File: src/hw/rtl/tsp_pkg.sv
package tsp_pkg;

    localparam int COORD_W          = 16;
    localparam int SIZE_W           = 8;
    localparam int PROD_W           = COORD_W + SIZE_W + 1;
    localparam int TEXEL_W          = 32;
    localparam int WCOORD_W         = 7;
    localparam int CHAN_W           = 8;
    localparam int FRAC_W           = 8;
    localparam int NUM_CHAN         = 4;
    localparam int NUM_BANKS        = 4;
    localparam int QUEUE_DEPTH      = 4;
    localparam int DEF_MAX_WIDTH    = 128;
    localparam int DEF_MAX_HEIGHT   = 128;
    localparam int DEF_UV_FRAC_BITS = 12;

    localparam logic KIND_WRITE  = 1'b0;
    localparam logic KIND_SAMPLE = 1'b1;

    localparam logic MODE_POINT    = 1'b0;
    localparam logic MODE_BILINEAR = 1'b1;

    typedef enum logic [1:0] {
        CFG_WIDTH  = 2'd0,
        CFG_HEIGHT = 2'd1,
        CFG_MODE   = 2'd2
    } cfg_index_t;

    typedef struct packed {
        logic                       kind;
        logic signed [COORD_W-1:0]  u_coord;
        logic signed [COORD_W-1:0]  v_coord;
        logic [WCOORD_W-1:0]        write_x;
        logic [WCOORD_W-1:0]        write_y;
        logic [CHAN_W-1:0]          write_red;
        logic [CHAN_W-1:0]          write_green;
        logic [CHAN_W-1:0]          write_blue;
        logic [CHAN_W-1:0]          write_alpha;
    } req_t;

    typedef struct packed {
        logic [CHAN_W-1:0] out_red;
        logic [CHAN_W-1:0] out_green;
        logic [CHAN_W-1:0] out_blue;
        logic [CHAN_W-1:0] out_alpha;
    } rsp_t;

    // effective sizes and filter mode
    typedef struct packed {
        logic [SIZE_W-1:0] width;
        logic [SIZE_W-1:0] height;
        logic              mode;
    } cfg_t;

    // classified request handed from front to back
    typedef struct packed {
        logic                       kind;
        logic signed [PROD_W-1:0]   sx;
        logic signed [PROD_W-1:0]   sy;
        logic [WCOORD_W-1:0]        wx;
        logic [WCOORD_W-1:0]        wy;
        logic [TEXEL_W-1:0]         texel;
    } entry_t;

endpackage

File: src/hw/rtl/tsp_queue.sv
module tsp_queue
    import tsp_pkg::*;
#(
    parameter int DEPTH = QUEUE_DEPTH
)
(
    input  logic   clk,
    input  logic   rst_n,
    input  logic   push,
    input  entry_t push_entry,
    output logic   full,
    input  logic   pop,
    output logic   empty,
    output entry_t pop_entry
);

    localparam int PTR_W = (DEPTH > 1) ? $clog2(DEPTH) : 1;
    localparam int CNT_W = $clog2(DEPTH + 1);

    entry_t             slot_reg [DEPTH];
    logic [PTR_W-1:0]   wr_ptr_reg;
    logic [PTR_W-1:0]   rd_ptr_reg;
    logic [CNT_W-1:0]   count_reg;
    logic [CNT_W-1:0]   count_next;

    assign full      = (count_reg == CNT_W'(DEPTH));
    assign empty     = (count_reg == '0);
    assign pop_entry = slot_reg[rd_ptr_reg];

    always_comb
    begin
        count_next = count_reg;
        if (push && !pop)
        begin
            count_next = count_reg + 1'b1;
        end
        else if (pop && !push)
        begin
            count_next = count_reg - 1'b1;
        end
    end

    always_ff @(posedge clk or negedge rst_n)
    begin
        if (!rst_n)
        begin
            wr_ptr_reg <= '0;
            rd_ptr_reg <= '0;
            count_reg  <= '0;
        end
        else
        begin
            if (push)
            begin
                wr_ptr_reg <= (wr_ptr_reg == PTR_W'(DEPTH - 1)) ? '0 : wr_ptr_reg + 1'b1;
            end
            if (pop)
            begin
                rd_ptr_reg <= (rd_ptr_reg == PTR_W'(DEPTH - 1)) ? '0 : rd_ptr_reg + 1'b1;
            end
            count_reg <= count_next;
        end
    end

    always_ff @(posedge clk)
    begin
        if (push)
        begin
            slot_reg[wr_ptr_reg] <= push_entry;
        end
    end

    a_no_push_full: assert property (@(posedge clk) disable iff (!rst_n) push |-> !full)
        else $error("push into full queue");
    a_no_pop_empty: assert property (@(posedge clk) disable iff (!rst_n) pop |-> !empty)
        else $error("pop from empty queue");
    a_count_range: assert property (@(posedge clk) disable iff (!rst_n)
        count_reg <= CNT_W'(DEPTH))
        else $error("queue count out of range");
    a_count_grow: assert property (@(posedge clk) disable iff (!rst_n)
        (push && !pop) |=> count_reg == $past(count_reg) + 1'b1)
        else $error("queue count did not grow on push");

endmodule

File: config.mk
export PLATFORM = sky130hd
export DESIGN_NAME = tsp_queue
export DESIGN_NICKNAME = d
export VERILOG_FILES = /design/src/hw/rtl/tsp_pkg.sv /design/src/hw/rtl/tsp_queue.sv
export SDC_FILE = /design/constraint.sdc
export NUM_CORES = 1
export LEC_CHECK = 0
export BUFFER_PORTS_ARGS = -buffer_cell sky130_fd_sc_hd__buf_2
export CORE_MARGIN = 2
export CORE_UTILIZATION = 40
export DETAILED_ROUTE_END_ITERATION = 7
export HOLD_SLACK_MARGIN = 0.06
export PLACE_DENSITY = 0.58
export SLEW_MARGIN = 10
export SYNTH_ARGS = -nofsm -noshare
export SYNTH_HDL_FRONTEND = slang
export SYNTH_SLANG_ARGS = --single-unit
File: constraint.sdc
create_clock -name clk -period 3.25 [get_ports clk]
set_input_delay 0.1625 -clock clk [delete_from_list [all_inputs] [get_ports clk]]
set_output_delay 0.1625 -clock clk [all_outputs]
set_load 0.03 [all_outputs]
After elaboration in Yosys (flattened, before gate mapping)
Memories as Yosys holds them, arrays and structs flattened. Index checks and enable logic that the tools add are counted. W data, S select, Z words.

Output and inout bits: 99. Word-level logic and storage cells: 23. Memories: 1. RAM bits: 388. Bits of input ports: 101. Flip-flop bits (word level): 7.

Muxes and demuxes: 6. $add $sub $neg: 4. Eq/ne operators: 3. Reductions and logical operators: 6.

Memories: slot_reg (depth 4, bits a word 97, read ports 1, clocked after Yosys merged registers in 0, wr ports 1, RTL line tsp_queue.sv:20) `entry_t slot_reg [DEPTH];`.

Operators with widths (number): $mux W3 (2); $add A2 B1 Y2 const B (2); $eq A2 B2 Y1 const B (2); $mux W2 (2); $add A3 B1 Y3 const B (1); $eq A3 B3 Y1 const B (1); $logic_not A3 Y1 (1); $sub A3 B1 Y3 const B (1); $logic_and A1 B1 Y1 (2); $logic_not A1 Y1 (2); $mux W1 (2); $reduce_bool A2 Y1 (1).

Depth between registers and ports, before layout
Word-level depth: 4. Depth in mapped cells: 7. Gate-level depth less buffers: 7.

Worst setup path after synthesis
OpenSTA, ideal clock, no wires.

Path type: flip-flop to flip-flop. From: reg wr_ptr_reg[0]. To: mem slot_reg[2][0] in the netlist's numbering, enable pin. Path slack: -0.084 ns. Buffers on the path: 0. Setup time: 0.466 ns. Stages on the path, launching flop included: 4. Required time: 2.784 ns. Clock period less this slack: 3.334 ns. Data arrival time: 2.867 ns. Cells stage by stage: dfrtp_1 inv_1 ha_1 and2_1.

RTL lines: start: declaration (RTL line tsp_queue.sv:21) `logic [PTR_W-1:0] wr_ptr_reg;`; start signal: assignment (RTL line tsp_queue.sv:55) `wr_ptr_reg <= (wr_ptr_reg == PTR_W'(DEPTH - 1)) ? '0 : wr_ptr_reg + 1'b1;`; end: declaration (RTL line tsp_queue.sv:20).

No word-level cell before the write port.

==> results.tsv <==
metric	value	unit
synth_top_area_share	80.9	%
outcome	finished, final reports clean	
placed_cells	1197	
post_dp_cell_area	0.0160	mm²
detail_route.first_pass.iterations	6	
worst_skew_pair.late_latency	530	ps
gp_congestion	0.718	
synthMuxAreaShare	15.4	%
synth-compound-area-share	0.0695	%
crit_slowest_cell	mux4_2	
end_kind	output port	
drtAntennaViolNets	0	
cts_resized	0	
syn_to_final_growth	26.9	%
synth_top_family_by_area	multiplexers	
start_util	40.6	%
relSlewSlack	49.0	%
grt_pass1_wl	44.8	mm
synth_xor_area_share	0.182	%
synth_area_leaders	edfxtp_1 81%, mux4_2 15%, dfrtp_1 1.2%, ha_1 0.52%, buf_4 0.36%	
cp_cell_sequence	buf_12, mux4_2, buf_2	
clk_path_buf_depth	3	
die_w	194	µm
total_leakage_power	6.29	nW
worstPathArrival	2350	ps
grt_pass1_vias	7748	
ys_seq_elements	395	
final_nets	989	
grt_setup_unrepaired	no	
syn_nets	652	
largest_register_ffs	388	
routed_via_density	5.01	
hold_viol	0	
io_buffers	199	
ys_warn_count	0	
ir_worst_vdd	0.590	mV
drtIter0Drc	401	
dpl.hpwl	17.2	mm
cp.required	3090	ps
cts.root.buffer_cell	clkbuf_16	
fin_crit_sh	77.3	%
htree_levels	2	
core_area	0.0355	mm²
num_vias	6880	
finalWirelength	28.9	mm
synth.distinct_cells	21	
grt.overflow.total	0	
synth_fa_ha_area_share	0.660	%
path_clk_slew	60	ps
setup_viol	0	
numClockSinks	395	
path_class	reg2out	
worst_pin_slew	764	ps
ioPinCount	200	
setup.worst_path.start	rd_ptr_reg[0]	
yosys.area_share.simple	0.391	%
yosysSeqAreaShare	82.1	%
final_util	51.5	%
skew	16.1	ps
finalCriticalPeriod	2510	ps
slew_violations	0	
stdcell_area	0.0183	mm²
antenna_found_initial	1	
fp.dieH	194	µm
hold_path.startpoint	push_entry[55]	
drv_cap	0	
finalPower	0.0166	W
tns	0	ps
dieArea	0.0375	mm²
netlist_area	0.0144	mm²
grt_util_all_layers	15.6	%
cpPeakStageDelay	640	ps
drt-wirelength-per-cell	21.0	µm
cts_tree	built	
fp-row-count	69	
drive_gt1_share	41.2	%
hp-class	in2reg	
stdcell_count	1374	
syn_area_per_cell	26.5	µm²
critPathLaunchType	flop	
r2r_start	wr_ptr_reg[1]	
nFillCells	2821	
yosysTopAreaCell	edfxtp_1	
fmax	0.398	GHz
pwr_density_cell	906	mW/mm²
rrSetupSlack	1270	ps
grt_start_max_net_pins	74	
drc	0	
cts_made_buffers	42	
syn_inst	544	
cp_max_fo	73	
[through the flow]
| stage | setup slack [ps] | hold slack, ps |
|---|---|---|
| 6_report | 737 | 379 |
| 5_1_grt | 638 | 358 |
| 4_1_cts | 688 | 347 |
| 3_5_place_dp | 1230 | 14.3 |
| 3_3_place_gp | 1270 | -3.20 |
| 2_1_floorplan | 988 | -133 |
[what timing repair did]
action / in CTS / in global routing
endpoints found under the setup margin: 0 / 0
endpoints found under the hold margin: 399 / 0
hold buffers: 101 / 0
setup buffers: 0 / 0
[metal layers]
| layer | global-route usage [%] | share of wire (%) | vias to the layer above |
|---|---|---|---|
| li1 | - | - | 3032 |
| met3 | 3.58 | 5.5 | 49 |
| met4 | 4.72 | 2.2 | 0 |
| met2 | 26.9 | 51 | 219 |
| met1 | 19.7 | 41 | 3580 |
| met5 | 0 | 0 | - |
[cells by family after synthesis]
logic type	Yosys count
flip-flops	395
multiplexers	100
buffers and inverters	26
AND/OR/NAND/NOR	11
adder cells (fa/ha/maj)	7
XOR/XNOR	3
AO/OA/AOI/OAI	2
[worst max-delay path, delay by kind of cell (launching register included)]
| kind | cells | cell delay [ps] |
|---|---|---|
| muxes | 1 | 640 |
| DFF | 1 | 420 |
| buffers and inverters | 2 | 680 |
[final cells by class]
| type | instances | area, µm² | area share (%) |
|---|---|---|---|
| Sequential cell | 395 | 11800 | 64.7 |
| Multi-Input combinational cell | 123 | 2420 | 13.2 |
| Timing Repair Buffer | 315 | 2210 | 12.1 |
| Clock buffer | 49 | 1100 | 6.01 |
| Tap cell | 461 | 577 | 3.16 |
| Clock inverter | 26 | 126 | 0.691 |
| Inverter | 4 | 15.0 | 0.0822 |
| Antenna cell | 1 | 2.50 | 0.0137 |
[cells in the mapped netlist]
cell        n
o21ai_0     2
xor2_1      2
buf_12      1
buf_4       7
edfxtp_1  388
xnor2_1     1
mux2_2      3
nor3b_1     1
and2_1      4
buf_8       1
inv_1       4
mux4_2     97
buf_2       6
dfrtp_1     7
nand2_1     2
nor2_1      3
fa_1        1
buf_6       1
ha_1        6
nor3_1      1
clkbuf_1    6
[where the power goes]
part | internal, W | leakage, nW | switching (W)
combinational | 0.00206 | 2.04 | 0.00348
clock | 0.00241 | 0.602 | 0.00181
sequential | 0.00653 | 3.64 | 0.000271
[placed cells by master (no fill, tap or decap), drive strengths merged]
cell,netlist,final
xor2,2,2
xnor2,1,1
inv,4,6
edfxtp,388,388
dlygate4sd3,0,101
clkbuf,6,49
o21ai,2,2
ha,6,6
nand2,2,2
and2,4,4
clkinv,0,22
clkinvlp,0,2
dfrtp,7,7
mux4,97,97
mux2,3,3
nor3,1,1
buf,16,214
nor3b,1,1
diode,0,1
nor2,3,3
fa,1,1
[worst paths after layout]
path / to / depth (start not counted)
max in group asynchronous: rd_ptr_reg[0] / 3
setup reg to reg: slot_reg[1][42] / 4
hold / removal: slot_reg[2][55] / 2
hold reg to reg: count_reg[2] / 1
setup / recovery: pop_entry[22] / 3
min in group asynchronous: count_reg[1] / 3
Note: power is estimated with default switching activity, not from simulation.
