--- src/hw/rtl/tsp_pkg.sv ---
package tsp_pkg;

    localparam int COORD_W          = 16;
    localparam int SIZE_W           = 8;
    localparam int PROD_W           = COORD_W + SIZE_W + 1;
    localparam int TEXEL_W          = 32;
    localparam int WCOORD_W         = 7;
    localparam int CHAN_W           = 8;
    localparam int FRAC_W           = 8;
    localparam int NUM_CHAN         = 4;
    localparam int NUM_BANKS        = 4;
    localparam int QUEUE_DEPTH      = 4;
    localparam int DEF_MAX_WIDTH    = 128;
    localparam int DEF_MAX_HEIGHT   = 128;
    localparam int DEF_UV_FRAC_BITS = 12;

    localparam logic KIND_WRITE  = 1'b0;
    localparam logic KIND_SAMPLE = 1'b1;

    localparam logic MODE_POINT    = 1'b0;
    localparam logic MODE_BILINEAR = 1'b1;

    typedef enum logic [1:0] {
        CFG_WIDTH  = 2'd0,
        CFG_HEIGHT = 2'd1,
        CFG_MODE   = 2'd2
    } cfg_index_t;

    typedef struct packed {
        logic                       kind;
        logic signed [COORD_W-1:0]  u_coord;
        logic signed [COORD_W-1:0]  v_coord;
        logic [WCOORD_W-1:0]        write_x;
        logic [WCOORD_W-1:0]        write_y;
        logic [CHAN_W-1:0]          write_red;
        logic [CHAN_W-1:0]          write_green;
        logic [CHAN_W-1:0]          write_blue;
        logic [CHAN_W-1:0]          write_alpha;
    } req_t;

    typedef struct packed {
        logic [CHAN_W-1:0] out_red;
        logic [CHAN_W-1:0] out_green;
        logic [CHAN_W-1:0] out_blue;
        logic [CHAN_W-1:0] out_alpha;
    } rsp_t;

    // effective sizes and filter mode
    typedef struct packed {
        logic [SIZE_W-1:0] width;
        logic [SIZE_W-1:0] height;
        logic              mode;
    } cfg_t;

    // classified request handed from front to back
    typedef struct packed {
        logic                       kind;
        logic signed [PROD_W-1:0]   sx;
        logic signed [PROD_W-1:0]   sy;
        logic [WCOORD_W-1:0]        wx;
        logic [WCOORD_W-1:0]        wy;
        logic [TEXEL_W-1:0]         texel;
    } entry_t;

endpackage

--- src/hw/rtl/tsp_front.sv ---
module tsp_front
    import tsp_pkg::*;
(
    input  logic   clk,
    input  logic   rst_n,
    input  logic   req_valid,
    output logic   req_ready,
    input  req_t   req,
    input  cfg_t   cfg,
    input  logic   q_full,
    output logic   q_push,
    output entry_t q_entry
);

    logic   valid_reg;
    logic   valid_next;
    entry_t entry_reg;
    entry_t entry_next;
    logic   accept;

    assign q_push    = valid_reg && !q_full;
    assign req_ready = !valid_reg || !q_full;
    assign accept    = req_valid && req_ready;
    assign q_entry   = entry_reg;

    always_comb
    begin
        valid_next = accept ? 1'b1 : (q_push ? 1'b0 : valid_reg);
        entry_next.kind  = req.kind;
        // scale coordinates by the texture size
        entry_next.sx    = PROD_W'(req.u_coord)
                         * $signed({{(PROD_W-SIZE_W){1'b0}}, cfg.width});
        entry_next.sy    = PROD_W'(req.v_coord)
                         * $signed({{(PROD_W-SIZE_W){1'b0}}, cfg.height});
        entry_next.wx    = req.write_x;
        entry_next.wy    = req.write_y;
        entry_next.texel = {req.write_alpha, req.write_blue, req.write_green, req.write_red};
    end

    always_ff @(posedge clk or negedge rst_n)
    begin
        if (!rst_n)
        begin
            valid_reg <= 1'b0;
        end
        else
        begin
            valid_reg <= valid_next;
        end
    end

    always_ff @(posedge clk)
    begin
        if (accept)
        begin
            entry_reg <= entry_next;
        end
    end

endmodule

--- config.mk ---
export PLATFORM = sky130hd
export DESIGN_NAME = tsp_front
export DESIGN_NICKNAME = d
export VERILOG_FILES = /design/src/hw/rtl/tsp_pkg.sv /design/src/hw/rtl/tsp_front.sv
export SDC_FILE = /design/constraint.sdc
export NUM_CORES = 1
export LEC_CHECK = 0
export BUFFER_PORTS_ARGS = -buffer_cell sky130_fd_sc_hd__buf_2
export CORE_MARGIN = 3
export CORE_UTILIZATION = 50
export CTS_BUF_LIST = sky130_fd_sc_hd__clkbuf_4 sky130_fd_sc_hd__clkbuf_8
export CTS_CLUSTER_SIZE = 24
export DETAILED_ROUTE_END_ITERATION = 12
export GPL_TIMING_DRIVEN = 1
export PLACE_DENSITY = 0.7
export SLEW_MARGIN = 20
export SYNTH_ARGS = -nofsm -noshare
export SYNTH_HDL_FRONTEND = slang
export SYNTH_SLANG_ARGS = --single-unit
--- constraint.sdc ---
create_clock -name clk -period 10.02 [get_ports clk]
set_clock_uncertainty 0.15 [all_clocks]
set_input_delay 2.004 -clock clk [delete_from_list [all_inputs] [get_ports clk]]
set_output_delay 2.004 -clock clk [all_outputs]
set_load 0.05 [all_outputs]
### After elaboration in Yosys (flattened, before gate mapping)

Index checks and enable logic that the tools add are counted.

* register bits after elaboration: 98
* input port bits: 100
* output and inout bits: 99
* word-level logic and storage cells: 17

* multipliers: 2
* mux-type cells: 2
* reduce and logical (&&, ||, !) cells: 6

Operators with widths (number)
* $mul A16 B9 Y25: 2
* $logic_and A1 B1 Y1: 2
* $logic_not A1 Y1: 2
* $mux W1: 2
* $reduce_bool A2 Y1: 1
* $logic_or A1 B1 Y1: 1

### Depth between registers and ports, before layout

Gate-level depths: netlist of run 1.

* word-level depth: 4
* depth in mapped cells: 18
* depth with buffers taken out: 17

### Worst setup path after synthesis of run 1

No wires, ideal clock.

* path type: input-to-reg
* start: in cfg[1] (netlist name)
* end: reg entry_reg, in the netlist q_entry[70], data pin
* library setup time: 0.266 ns
* arrival time: 5.967 ns
* data required time: 9.604 ns
* setup slack: 3.637 ns
* stages: 16
* buffers on the path: 1
* cell sequence: clkbuf_1 > nand2_1 > fa_1 > inv_1 > fa_1 > fa_1 > inv_1 > fa_1 > inv_1 > ha_1 > a21o_1 > a221o_1 > o211ai_2 > o211ai_2 > mux2i_1 > nand4_1

RTL lines
* start: declaration: line tsp_front.sv:9 `input cfg_t cfg,`
* end signal: assignment: line tsp_front.sv:56 `entry_reg <= entry_next;`
* end: declaration: line tsp_front.sv:17 `entry_t entry_reg;`

==> summary.md, run 1 <==
| Metric | Value |
|---|---|
| Commonest non-fill, non-tap cell in the layout | `inv_1` |
| Pin count of the biggest net entering global routing | `54` |
| Syn nets | `1,623` |
| Dpl cell area | `0.01372 mm^2` |
| First-pass GRT wire length | `44.79 mm` |
| Crit Path Class | `input port to flop` |
| Vias per cell | `5.050` |
| Final min period | `between 6 and 7 ns` |
| Vias post-DR | `8,762` |
| Fmax | `approximately 150 MHz` |
| Period utilisation layout | `65.88%` |
| DRC Markers | `0` |
| Final Hold Fails | `0` |
| Final wirelength | `26.60 mm` |
| I/O pins | `199` |
| Status | `complete, no violations` |
| TritonCTS clock tree | `built` |
| Row cnt | `56` |
| RSZ-0062 raised after global routing | `false` |
| Routed len/inst | `15.33 um` |
| Die area | `0.02671 mm^2` |
| Fin nets | `1,815` |
| H-tree lvl count | `3` |
| Complex-gate fraction of the synthesized area | `approximately 6%` |
| Post-synthesis cell count | `approximately 1,200` |
| Worst Path Arrival | `approximately 6.6 ns` |
| Tightest Pin Transition | `0.6750 ns` |
| Delay of the slowest cell on the worst path | `0.56 ns` |
| Core box area | `~0.024 mm^2` |
| TritonCTS Buffers | `9` |
| CTS resizes | `0` |
| Synth warnings | `0` |
| Buffers added on ports | `197` |
| Antenna-violating nets left | `0` |
| Die W | `163.4 um` |
| Share of cells above drive strength 1 | `16.24%` |
| XOR/XNOR share of the synthesized area | `2.898%` |
| Clk slew on worst S/H paths | `0.11 ns` |
| Post-synthesis mux area share | `0.3231%` |
| Setup-failing EPs final | `0` |
| Clock net sink count | `98` |
| Worst Slack Setup Final | `3.419 ns` |
| Vias in the first global route | `between 9,000 and 10,000` |
| Final GP Congestion | `0.8550` |
| CTS Hold Buffers Added | `0` |
| WP data required | `10.02 ns` |
| Max-slew violation count | `0` |
| Crit start category | `input port` |
| Initial drt markers | `444` |
| Clk_lat worst skew | `between 0.3 and 0.4 ns` |
| Post-CTS setup buffer count | `0` |
| Largest register FFs | `97` |
| Number of flops mapped to enable cells by yosys | `a little under 100` |
| Peak supply drop | `0.0001994 V` |
| TNS Setup | `0 ns` |
| Maximum clock insertion buffer count | `2` |
| Initial Util | `roughly half` |
| Power per cell area | `274.6 mW/mm^2` |
| Post-synthesis adder-cell area fraction | `a little over two fifths` |
| Number of inserted diodes | `0` |
| HPWL Detailed | `21.40 mm` |
| Worst relative slew slack | `55.00%` |
| Largest family of logic cells by synthesized area | `adder cells` |
| Root buf cell | `clkbuf_8` |
| Initial antenna violation count | `0` |
| Total GRT Usage | `21.10%` |
| Post-synthesis cell area | `0.01239 mm^2` |
| Commonest cells after routing, fill and taps aside | `309 x inv_1, 204 x fa_1, 197 x buf_2` |
| Fin area | `0.01393 mm^2` |
| Overflow left after global routing | `0` |
| Syn_area_per_cell | `10.16 um^2` |
| Critical Path Most Common Cell | `fa_1` |
| Yosys reg bits | `just under 100` |
| Hold WC Path Type | `flop to flop` |
| Max_cap viols | `0` |
| Crit path buf inv count | `4` |
| Largest fanout on the critical path | `16` |
| Die H | `163.4 um` |
| FFs w/ async S/R, synth | `1.020%` |
| Layout Utilization | `58.29%` |
| Seq/Total Area, Yosys | `23.71%` |
| Simple-gate share of the synthesized area | `14.01%` |
| Area growth from synthesis to layout | `12.40%` |
| Synth unique cells | `51` |
| CP endpoint kind | `flop` |
| 1st-pass router iterations | `4` |
| Crit-path leading delay family | `adder cells` |
| Leak Pwr | `7.175 nW` |
| Pre-CTS setup slack | `3.137 ns` |
| Crit path cell chain | `buf_2 -> nand2_1 -> fa_1 -> inv_1 -> fa_1 -> fa_1 -> inv_1 -> fa_1 -> inv_1 -> ha_1 -> and3_1 -> a221oi_2 -> nor3_2 -> o21bai_1 -> o21ai_0 -> xnor2_1` |
| Post-synth top flop | `edfxtp_1` |
| Crit path max-delay cell type | `fa_1` |
synthesized netlist by cell type (2+ instances only):
master / number / area (um^2)
o21a_1: 5 / 37.54
nand3b_1: 2 / 15.01
and3_1: 7 / 43.79
xnor2_1: 29 / 254.0
nand2_1: 134 / 503.0
mux2i_1: 4 / 40.04
clkbuf_1: 17 / 63.81
xor2_1: 12 / 105.1
a31oi_1: 2 / 12.51
a21oi_1: 36 / 180.2
o21bai_1: 3 / 22.52
or2_2: 2 / 12.51
inv_1: 309 / 1160
a311oi_1: 2 / 17.52
o211ai_1: 6 / 45.04
edfxtp_1: 97 / 2913
o211ai_2: 3 / 37.54
nand4_1: 3 / 18.77
nor2_1: 14 / 52.55
nand3_1: 9 / 45.04
a211o_1: 2 / 17.52
a221o_1: 2 / 20.02
fa_1: 204 / 4084
nor2b_1: 3 / 18.77
nand2b_1: 3 / 18.77
nor3_1: 10 / 50.05
and2_1: 146 / 913.4
o311ai_1: 2 / 17.52
a21o_1: 18 / 135.1
ha_1: 100 / 1251
a221oi_1: 2 / 17.52
o21ai_0: 12 / 60.06
layout make-up:
type | instances | area, um^2
Fill cell | 2110 | 9966
Multi-Input combinational cell | 795 | 8232
Sequential cell | 98 | 2938
Inverter | 309 | 1160
Timing Repair Buffer | 198 | 993.5
Tap cell | 319 | 399.1
Clock buffer | 9 | 123.9
Clock inverter | 7 | 81.33
layer usage:
metal	vias to the layer above	share of wire, %	global-route usage (%)
met2	233	49	37.31
met1	4357	44	27.32
li1	4136	-	-
met4	0	2.0	5.229
met5	-	0	0
met3	36	5.2	3.272
report_power, final:
group	leakage (nW)	internal (mW)	total [mW]	switching, mW
Clock	0.103	0.100	0.277	0.177
Combinational	6.14	1.07	2.85	1.77
Sequential	0.935	0.680	0.701	0.0212
Total	7.18	1.85	3.82	1.97
worst paths after layout:
kind / slack, ns / startpoint / cells past startpoint / to
setup / recovery: 3.42 / cfg[9] / 16 / q_entry[95]$_DFFE_PP_
hold / removal: 0.45 / valid_reg$_DFFE_PN0P_ / 2 / valid_reg$_DFFE_PN0P_
setup reg to reg: 7.71 / valid_reg$_DFFE_PN0P_ / 3 / q_entry[17]$_DFFE_PP_
hold reg to reg: 0.45 / valid_reg$_DFFE_PN0P_ / 2 / valid_reg$_DFFE_PN0P_
max in group asynchronous: 8.41 / rst_n / 1 / valid_reg$_DFFE_PN0P_
min in group asynchronous: 1.22 / rst_n / 1 / valid_reg$_DFFE_PN0P_
tightest hold or removal path, cell delays in order, from the launching register on:
cell and delay, ns:
dfrtp_1 0.38, nand2_1 0.09, nand2b_1 0.09
kinds of logic (layout without fill, tap and decap cells):
logic type / count (synthesis) / after routing
simple gates: 338 / 338
fa+ha+maj: 304 / 304
compound gates: 108 / 108
mux: 4 / 4
flops: 98 / 98
buf+inv: 326 / 523
xor+xnor: 41 / 41
through the flow:
| stage | hold slack, ns | total power [mW] | instances |
|---|---|---|---|
| final | 0.4455 | 3.824 | 1735 |
| after CTS | 0.4443 | 3.855 | 1735 |
| after detailed placement | 0.4180 | 3.559 | 1719 |
| after global placement | 0.3430 | 3.485 | 1719 |
| after global routing | 0.4637 | 4.221 | 1735 |
| after floorplan | 0.6671 | 2.969 | 1219 |
No activity file was read; power rests on OpenSTA's default activity.
==> inputs of run 2 (changes only) <==
--- a/config.mk
+++ b/config.mk
@@ -5,6 +5,7 @@
 export SDC_FILE = /design/constraint.sdc
 export NUM_CORES = 1
 export LEC_CHECK = 0
+export ABC_AREA = 1
 export BUFFER_PORTS_ARGS = -buffer_cell sky130_fd_sc_hd__buf_2
 export CORE_MARGIN = 3
 export CORE_UTILIZATION = 50
@@ -12,7 +13,7 @@
 export CTS_CLUSTER_SIZE = 24
 export DETAILED_ROUTE_END_ITERATION = 12
 export GPL_TIMING_DRIVEN = 1
-export PLACE_DENSITY = 0.7
+export PLACE_DENSITY = 0.72
 export SLEW_MARGIN = 20
 export SYNTH_ARGS = -nofsm -noshare
 export SYNTH_HDL_FRONTEND = slang
==> constraint.sdc (replaced) <==
create_clock -name clk -period 5.9 [get_ports clk]
set_clock_uncertainty 0.15 [all_clocks]
set_input_delay 1.18 -clock clk [delete_from_list [all_inputs] [get_ports clk]]
set_output_delay 1.18 -clock clk [all_outputs]
set_load 0.05 [all_outputs]
==> run 2 against run 1 <==
  * Sequential share of layout area decreased by 1.4 points
  * Routed wire length rose by 11%
  * Via count is 18% higher
  * Combinational power rose by 86%
  * Final cell count increased by 26%
  * Total power grew 82%
  * Non-clock buffer count is 2 higher
  * Count of clock-buffer cells in the layout is the same
  * Sequential power rose by 70%
  * Die area rose by 8.8%
  * Critical path depth decreased by 1
  * Cell area grew 7.3%
  * Critical endpoint is now q_entry[93]$_DFFE_PP_
  * Largest power group unchanged
==> summary.md, run 2 <==
| Metric | Value |
|---|---|
| Setup-failing EPs final | `0 (unchanged)` |
| Area growth from synthesis to layout | `10.48%` |
| Max-slew violation count | `0 (unchanged)` |
| Syn_area_per_cell | `7.969 um^2 (-22%)` |
| XOR/XNOR share of the synthesized area | `1.425% (-1.5 points)` |
| Area leader, netlist | `fa_1` |
| WP data required | `5.90 ns (-4.12 ns)` |
| Post-synthesis mux area share | `0% (-0.32 points)` |
| Synth top area cells | `fa_1 30%, edfxtp_1 22%, inv_1 15%` |
| Period utilisation layout | `~90%` |
| TritonCTS clock tree | `built` |
| RR Endpoint | `q_entry[91]$_DFFE_PP_` |
| Initial Util | `51.31% (-0.55 points)` |
| Crit path buf inv count | `3 (-1)` |
| Vias post-DR | `10,360 (+18%)` |
| Hold WC Path Type | `input port to asynchronous set/reset pin` |
| CTS resizes | `0 (unchanged)` |
| Largest register FFs | `97 (unchanged)` |
| Worst relative slew slack | `55.03% (about the same)` |
| Fin nets | `2,248 (+24%)` |
| Critical R2R Launch | `valid_reg$_DFFE_PN0P_` |
| 1st-pass router iterations | `5 (+1)` |
| Die area | `0.02905 mm^2 (+8.8%)` |
| Clock net sink count | `98 (unchanged)` |
| Die H | `170.5 um (+4.3%)` |
| Post-synthesis cell count | `1,697 (+39%)` |
| Crit path max-delay cell type | `fa_1` |
| Root buf cell | `clkbuf_8` |
| Number of inserted diodes | `0 (unchanged)` |
| HPWL Detailed | `24.96 mm (+17%)` |
| Synth top cells by count | `545 x inv_1, 496 x nand2_1, 204 x fa_1` |
| Final min period | `5.166 ns` |
| Leak Pwr | `9.106 nW (+27%)` |
| Crit-path leading delay family | `adder cells` |
| Post-CTS setup buffer count | `0 (unchanged)` |
| Buffers added on ports | `197 (unchanged)` |
| DRC Markers | `0 (unchanged)` |
| Post-synth top area share | `30.20% (-2.8 points)` |
| Max_cap viols | `0 (unchanged)` |
| Tightest Pin Transition | `0.6746 ns (-0.0003722 ns)` |
| CP endpoint kind | `flop` |
| Levels on crit path | `15 (-1)` |
| Post-synthesis cell area | `0.01352 mm^2 (+9.1%)` |
| Crit Path Class | `input port to flop` |
| CTS Hold Buffers Added | `0 (unchanged)` |
| Complex-gate fraction of the synthesized area | `1.480% (-4.6 points)` |
| Worst R2R Path Depth | `2 (-1)` |
| Pin count of the biggest net entering global routing | `50 (-7.4%)` |
| Yosys reg bits | `98 (unchanged)` |
| Syn nets | `2,101 (+29%)` |
| FFs w/ async S/R, synth | `1.020% (unchanged)` |
| Layout Utilization | `56.69% (-1.6 points)` |
| Fmax | `193.6 MHz` |
| Routed len/inst | `13.48 um (-12%)` |
| Simple-gate share of the synthesized area | `18.99% (+5.0 points)` |
| Row cnt | `59 (+5.4%)` |
| Initial antenna violation count | `0 (unchanged)` |
| Delay of the slowest cell on the worst path | `0.74 ns (+0.18 ns)` |
| Maximum clock insertion buffer count | `2 (unchanged)` |
| Die W | `170.5 um (+4.3%)` |
| Reg-to-reg slack, setup | `4.23 ns (-3.48 ns)` |
| Core box area | `0.02635 mm^2 (+10%)` |
| Overflow left after global routing | `0 (unchanged)` |
| Vias per cell | `4.745 (-6.0%)` |
| Post-synthesis adder-cell area fraction | `39.45% (-3.6 points)` |
| I/O pins | `199 (unchanged)` |
| Commonest cells after routing, fill and taps aside | `545 x inv_1, 496 x nand2_1, 204 x fa_1` |
| Power per cell area | `466.5 mW/mm^2 (+70%)` |
| Worst Path Arrival | `5.17 ns (-1.43 ns)` |
| Synth warnings | `0 (unchanged)` |
| Antenna-violating nets left | `0 (unchanged)` |
| H-tree lvl count | `3 (unchanged)` |
| TritonCTS Buffers | `9 (unchanged)` |
| Peak supply drop | `0.0002430 V (+22%)` |
| Vias in the first global route | `10,620 (+15%)` |
| Initial drt markers | `522 (+18%)` |
| RSZ-0062 raised after global routing | `false` |
| Total GRT Usage | `20.86% (-0.23 points)` |
| Number of flops mapped to enable cells by yosys | `97 (unchanged)` |
| Post-synth top flop | `edfxtp_1` |
| Seq/Total Area, Yosys | `21.72% (-2.0 points)` |
| TNS Setup | `0 ns (unchanged)` |
| Commonest non-fill, non-tap cell in the layout | `inv_1` |
| Synth unique cells | `27 (-47%)` |
| First-pass GRT wire length | `49.43 mm (+10%)` |
| Most frequent cell after synthesis | `inv_1` |
| Final wirelength | `29.45 mm (+11%)` |
| Crit path cell chain | `buf_2 -> nand2_1 -> fa_1 -> fa_1 -> fa_1 -> inv_1 -> fa_1 -> ha_1 -> nand2_1 -> nor2_1 -> inv_1 -> nor2_1 -> nand3_1 -> nand4_1 -> nand2_1` |
| Final Hold Fails | `0 (unchanged)` |
| Clk_lat worst skew | `0.37 ns (about the same)` |
| Largest family of logic cells by synthesized area | `adder cells` |
| Final GP Congestion | `0.9118 (+6.6%)` |
| Status | `complete, no violations` |
| Clk slew on worst S/H paths | `0.11 ns (about the same)` |
| Share of cells above drive strength 1 | `13.57% (-2.7 points)` |
| Largest fanout on the critical path | `16 (unchanged)` |
| Critical Path Most Common Cell | `fa_1` |
| Crit start category | `input port` |
run 2: worst max-delay path by stage:
stage | from | to | slack [ns]
floorplan | cfg[1] | q_entry[64]$_DFFE_PP_ | 0.59
global placement | cfg[9] | q_entry[92]$_DFFE_PP_ | 0.37
detailed placement | cfg[9] | q_entry[93]$_DFFE_PP_ | 0.34
CTS | cfg[9] | q_entry[93]$_DFFE_PP_ | 0.77
global route | cfg[9] | q_entry[94]$_DFFE_PP_ | 0.45
finish | cfg[9] | q_entry[93]$_DFFE_PP_ | 0.73
run 2: where the power goes:
| part | total, mW | internal [mW] | switching, mW |
|---|---|---|---|
| clock network | 0.481 | 0.208 | 0.272 |
| registers | 1.19 | 1.14 | 0.0548 |
| logic | 5.30 | 1.75 | 3.54 |
run 2: metal layers:
layer / track usage (%) / vias to the layer above / share of wire, %
met1: 27.34 / 4966 / 43
met4: 5.009 / 0 / 1.9
met2: 36.86 / 256 / 50
li1: - / 5100 / -
met5: 0 / - / 0
met3: 2.857 / 42 / 5.2
run 2: stage by stage:
stage	power [mW]	area [um^2]	hold WS (ns)	std cells	worst slack, ns
floorplan	5.313	13530	0.6792	1697	0.5884
global placement	6.399	14720	0.3948	2168	0.3674
detailed placement	6.492	14720	0.4222	2168	0.3443
CTS	7.003	14940	0.3842	2184	0.7686
global route	7.755	14940	0.3835	2184	0.4516
finish	6.971	14940	0.4130	2184	0.7339
run 2: kinds of logic (layout without fill, tap and decap cells):
| family | after synthesis | in the layout |
|---|---|---|
| XOR/XNOR | 22 | 22 |
| flip-flops | 98 | 98 |
| AO/OA/AOI/OAI | 33 | 33 |
| adder cells (fa/ha/maj) | 304 | 304 |
| AND/OR/NAND/NOR | 630 | 630 |
| buffers and inverters | 610 | 762 |
run 2: final cells by class:
class                   count  area (um^2)
fillers                  2454        11410
well taps                 335        419.2
inverters                 546         2049
flip-flops and latches     98         2938
multi-input cells         989         8307
clock inverters             7        95.09
repair buffers            200         1008
clock buffers               9        123.9
==> inputs of run 3 (changes only) <==
--- a/config.mk
+++ b/config.mk
@@ -7,13 +7,16 @@
 export LEC_CHECK = 0
 export ABC_AREA = 1
 export BUFFER_PORTS_ARGS = -buffer_cell sky130_fd_sc_hd__buf_2
+export CELL_PAD_IN_SITES_DETAIL_PLACEMENT = 1
+export CELL_PAD_IN_SITES_GLOBAL_PLACEMENT = 2
 export CORE_MARGIN = 3
-export CORE_UTILIZATION = 50
+export CORE_UTILIZATION = 32
 export CTS_BUF_LIST = sky130_fd_sc_hd__clkbuf_4 sky130_fd_sc_hd__clkbuf_8
 export CTS_CLUSTER_SIZE = 24
 export DETAILED_ROUTE_END_ITERATION = 12
 export GPL_TIMING_DRIVEN = 1
-export PLACE_DENSITY = 0.72
+export PLACE_DENSITY = 0.77
+export SKIP_LAST_GASP = 1
 export SLEW_MARGIN = 20
 export SYNTH_ARGS = -nofsm -noshare
 export SYNTH_HDL_FRONTEND = slang
==> run 3 against run 2 <==
  * Clock power rose by 7.1%
  * Worst hold slack got worse by 0.032 ns
  * Combinational power grew 4.7%
  * Routed wire length rose by 24%
  * Die area rose by 54%
  * First-iteration DRC count is 31% lower
  * Count of clock-buffer cells in the layout unchanged
  * Flip-flop and latch count stayed put
  * Register-to-register slack worse by 0.43 ns
  * Non-clock buffer count rose by 3
  * Sequential power hardly changed
  * Critical endpoint is now q_entry[68]$_DFFE_PP_
  * Highest routed layer unchanged
==> summary.md, run 3 (synthesis gave the netlist of run 2 again) <==
| Metric | Value |
|---|---|
| Status | `complete, no violations` |
| CTS Hold Buffers Added | `0 (unchanged)` |
| Crit path cell chain | `buf_2 -> nand2_1 -> fa_1 -> inv_1 -> fa_1 -> inv_1 -> fa_1 -> fa_1 -> inv_1 -> ha_1 -> nand2_1 -> nor4_1 -> nand2_1 -> nand3_1 -> nand2_1` |
| Antenna-violating nets left | `0 (unchanged)` |
| Peak supply drop | `0.0001893 V (-22%)` |
| TritonCTS Buffers | `9 (unchanged)` |
| CTS resizes | `0 (unchanged)` |
| Crit path buf inv count | `4 (+1)` |
| Clock net sink count | `98 (unchanged)` |
| Gr busiest metal | `met2` |
| Vias per cell | `4.385 (-7.6%)` |
| Crit-path leading delay family | `adder cells` |
| Setup-failing EPs final | `0 (unchanged)` |
| Final min period | `5.318 ns (+0.1524 ns)` |
| Worst Path Arrival | `5.34 ns (+0.17 ns)` |
| Pin count of the biggest net entering global routing | `36 (-28%)` |
| Area growth from synthesis to layout | `12.61%` |
| Max_cap viols | `0 (unchanged)` |
| Die H | `211.6 um (+24%)` |
| Tot Pwr | `7.264 mW (+4.2%)` |
| Core box area | `0.04129 mm^2 (+57%)` |
| Total GRT Usage | `17.08% (-3.8 points)` |
| Fmax | `188.0 MHz (-2.9%)` |
| Delay of the slowest cell on the worst path | `0.63 ns (-0.11 ns)` |
| Clk slew on worst S/H paths | `0.11 ns (about the same)` |
| Commonest cells after routing, fill and taps aside | `545 x inv_1, 496 x nand2_1, 204 x fa_1` |
| Power per cell area | `477.0 mW/mm^2 (+2.2%)` |
| Row cnt | `74 (+25%)` |
| Initial antenna violation count | `0 (unchanged)` |
| 1st-pass router iterations | `4 (-1)` |
| Vias in the first global route | `11,550 (+8.8%)` |
| Clk_lat worst skew | `0.40 ns (+0.03 ns)` |
| Crit Path Class | `input port to flop` |
| Post-CTS setup buffer count | `0 (unchanged)` |
| Final Hold Fails | `0 (unchanged)` |
| HPWL Detailed | `31.34 mm (+26%)` |
| Max-slew violation count | `0 (unchanged)` |
| Overflow left after global routing | `0 (unchanged)` |
| Tightest Pin Transition | `0.5221 ns (-0.1525 ns)` |
| CP endpoint kind | `flop` |
| Die W | `211.6 um (+24%)` |
| Leak Pwr | `9.130 nW (+0.27%)` |
| Final wirelength | `36.58 mm (+24%)` |
| Worst relative slew slack | `65.12% (+10 points)` |
| Period utilisation layout | `90.14% (+2.6 points)` |
| First-pass GRT wire length | `60.29 mm (+22%)` |
| Largest fanout on the critical path | `16 (unchanged)` |
| Routed len/inst | `15.34 um (+14%)` |
| Number of inserted diodes | `0 (unchanged)` |
| GRT met3 Usage | `2.149% (-0.71 points)` |
| Maximum clock insertion buffer count | `2 (unchanged)` |
| Vias post-DR | `10,460 (+0.88%)` |
| H-tree lvl count | `3 (unchanged)` |
| RSZ-0062 raised after global routing | `false` |
| I/O pins | `199 (unchanged)` |
| Crit path max-delay cell type | `fa_1` |
| Fin area | `0.01523 mm^2 (+1.9%)` |
| GR Util met1 | `22.35% (-5.0 points)` |
| WP data required | `5.92 ns (+0.02 ns)` |
| Commonest non-fill, non-tap cell in the layout | `inv_1` |
| Final GP Congestion | `0.8238 (-9.7%)` |
| Largest register FFs | `97 (unchanged)` |
| Buffers added on ports | `197 (unchanged)` |
| Layout Utilization | `36.88% (-20 points)` |
| Share of cells above drive strength 1 | `13.71% (+0.14 points)` |
| Initial drt markers | `359 (-31%)` |
| TritonCTS clock tree | `built` |
| Die area | `0.04476 mm^2 (+54%)` |
| Hold WC Path Type | `input port to asynchronous set/reset pin` |
| Fin Hold WS | `0.3811 ns (-0.03189 ns)` |
| Fin nets | `2,251 (+0.13%)` |
| DRC Markers | `0 (unchanged)` |
| TNS Setup | `0 ns (unchanged)` |
| Initial Util | `32.75% (-19 points)` |
| Crit start category | `input port` |
| GR Util met2 | `30.58% (-6.3 points)` |
| Dpl cell area | `0.01498 mm^2 (+1.8%)` |
| Root buf cell | `clkbuf_8` |
-- run 3: cell count changes in the layout (fill, tap and decap cells not counted), sizes merged --
cell / change
buf: +3
clkinv: +1
clkinvlp: -1
-- run 3: power by group --
part	total [mW]	switching [mW]	internal, mW
sequential	1.20	0.0602	1.14
clock	0.515	0.307	0.208
combinational	5.55	3.77	1.78
total	7.26	4.13	3.13
-- run 3: per-stage QoR --
step                      worst slack (ns)  std cells
after global routing                0.3608       2384
after CTS                           0.6438       2383
final                               0.5815       2384
after detailed placement            0.1617       2367
after global placement              0.2615       2367
after floorplan                     0.5884       1697
-- run 3: worst paths after layout --
check	startpoint	endpoint	slack [ns]	cells past startpoint
setup / recovery	cfg[1]	q_entry[68]$_DFFE_PP_	0.58	15
min in group clk	valid_reg$_DFFE_PN0P_	valid_reg$_DFFE_PN0P_	0.44	2
max in group asynchronous	rst_n	valid_reg$_DFFE_PN0P_	5.14	1
setup reg to reg	valid_reg$_DFFE_PN0P_	q_entry[45]$_DFFE_PP_	3.80	3
hold reg to reg	valid_reg$_DFFE_PN0P_	valid_reg$_DFFE_PN0P_	0.44	2
hold / removal	rst_n	valid_reg$_DFFE_PN0P_	0.38	1
-- run 3: layout make-up --
cell class / count / area, um^2
timing repair buffer: 203 / 1051
inverter: 546 / 2049
fill: 5052 / 26070
tap: 532 / 665.6
clock inverter: 7 / 93.84
sequential: 98 / 2938
clock buffer: 9 / 123.9
multi-input combinational: 989 / 8307
-- run 3: metal layers --
layer	part of all wire, %	vias to the layer above	wire [um]
li1	-	5105	-
met1	46	5175	16920
met2	49	148	18030
met3	3.0	27	1087
met4	1.5	0	538
met5	0	-	0
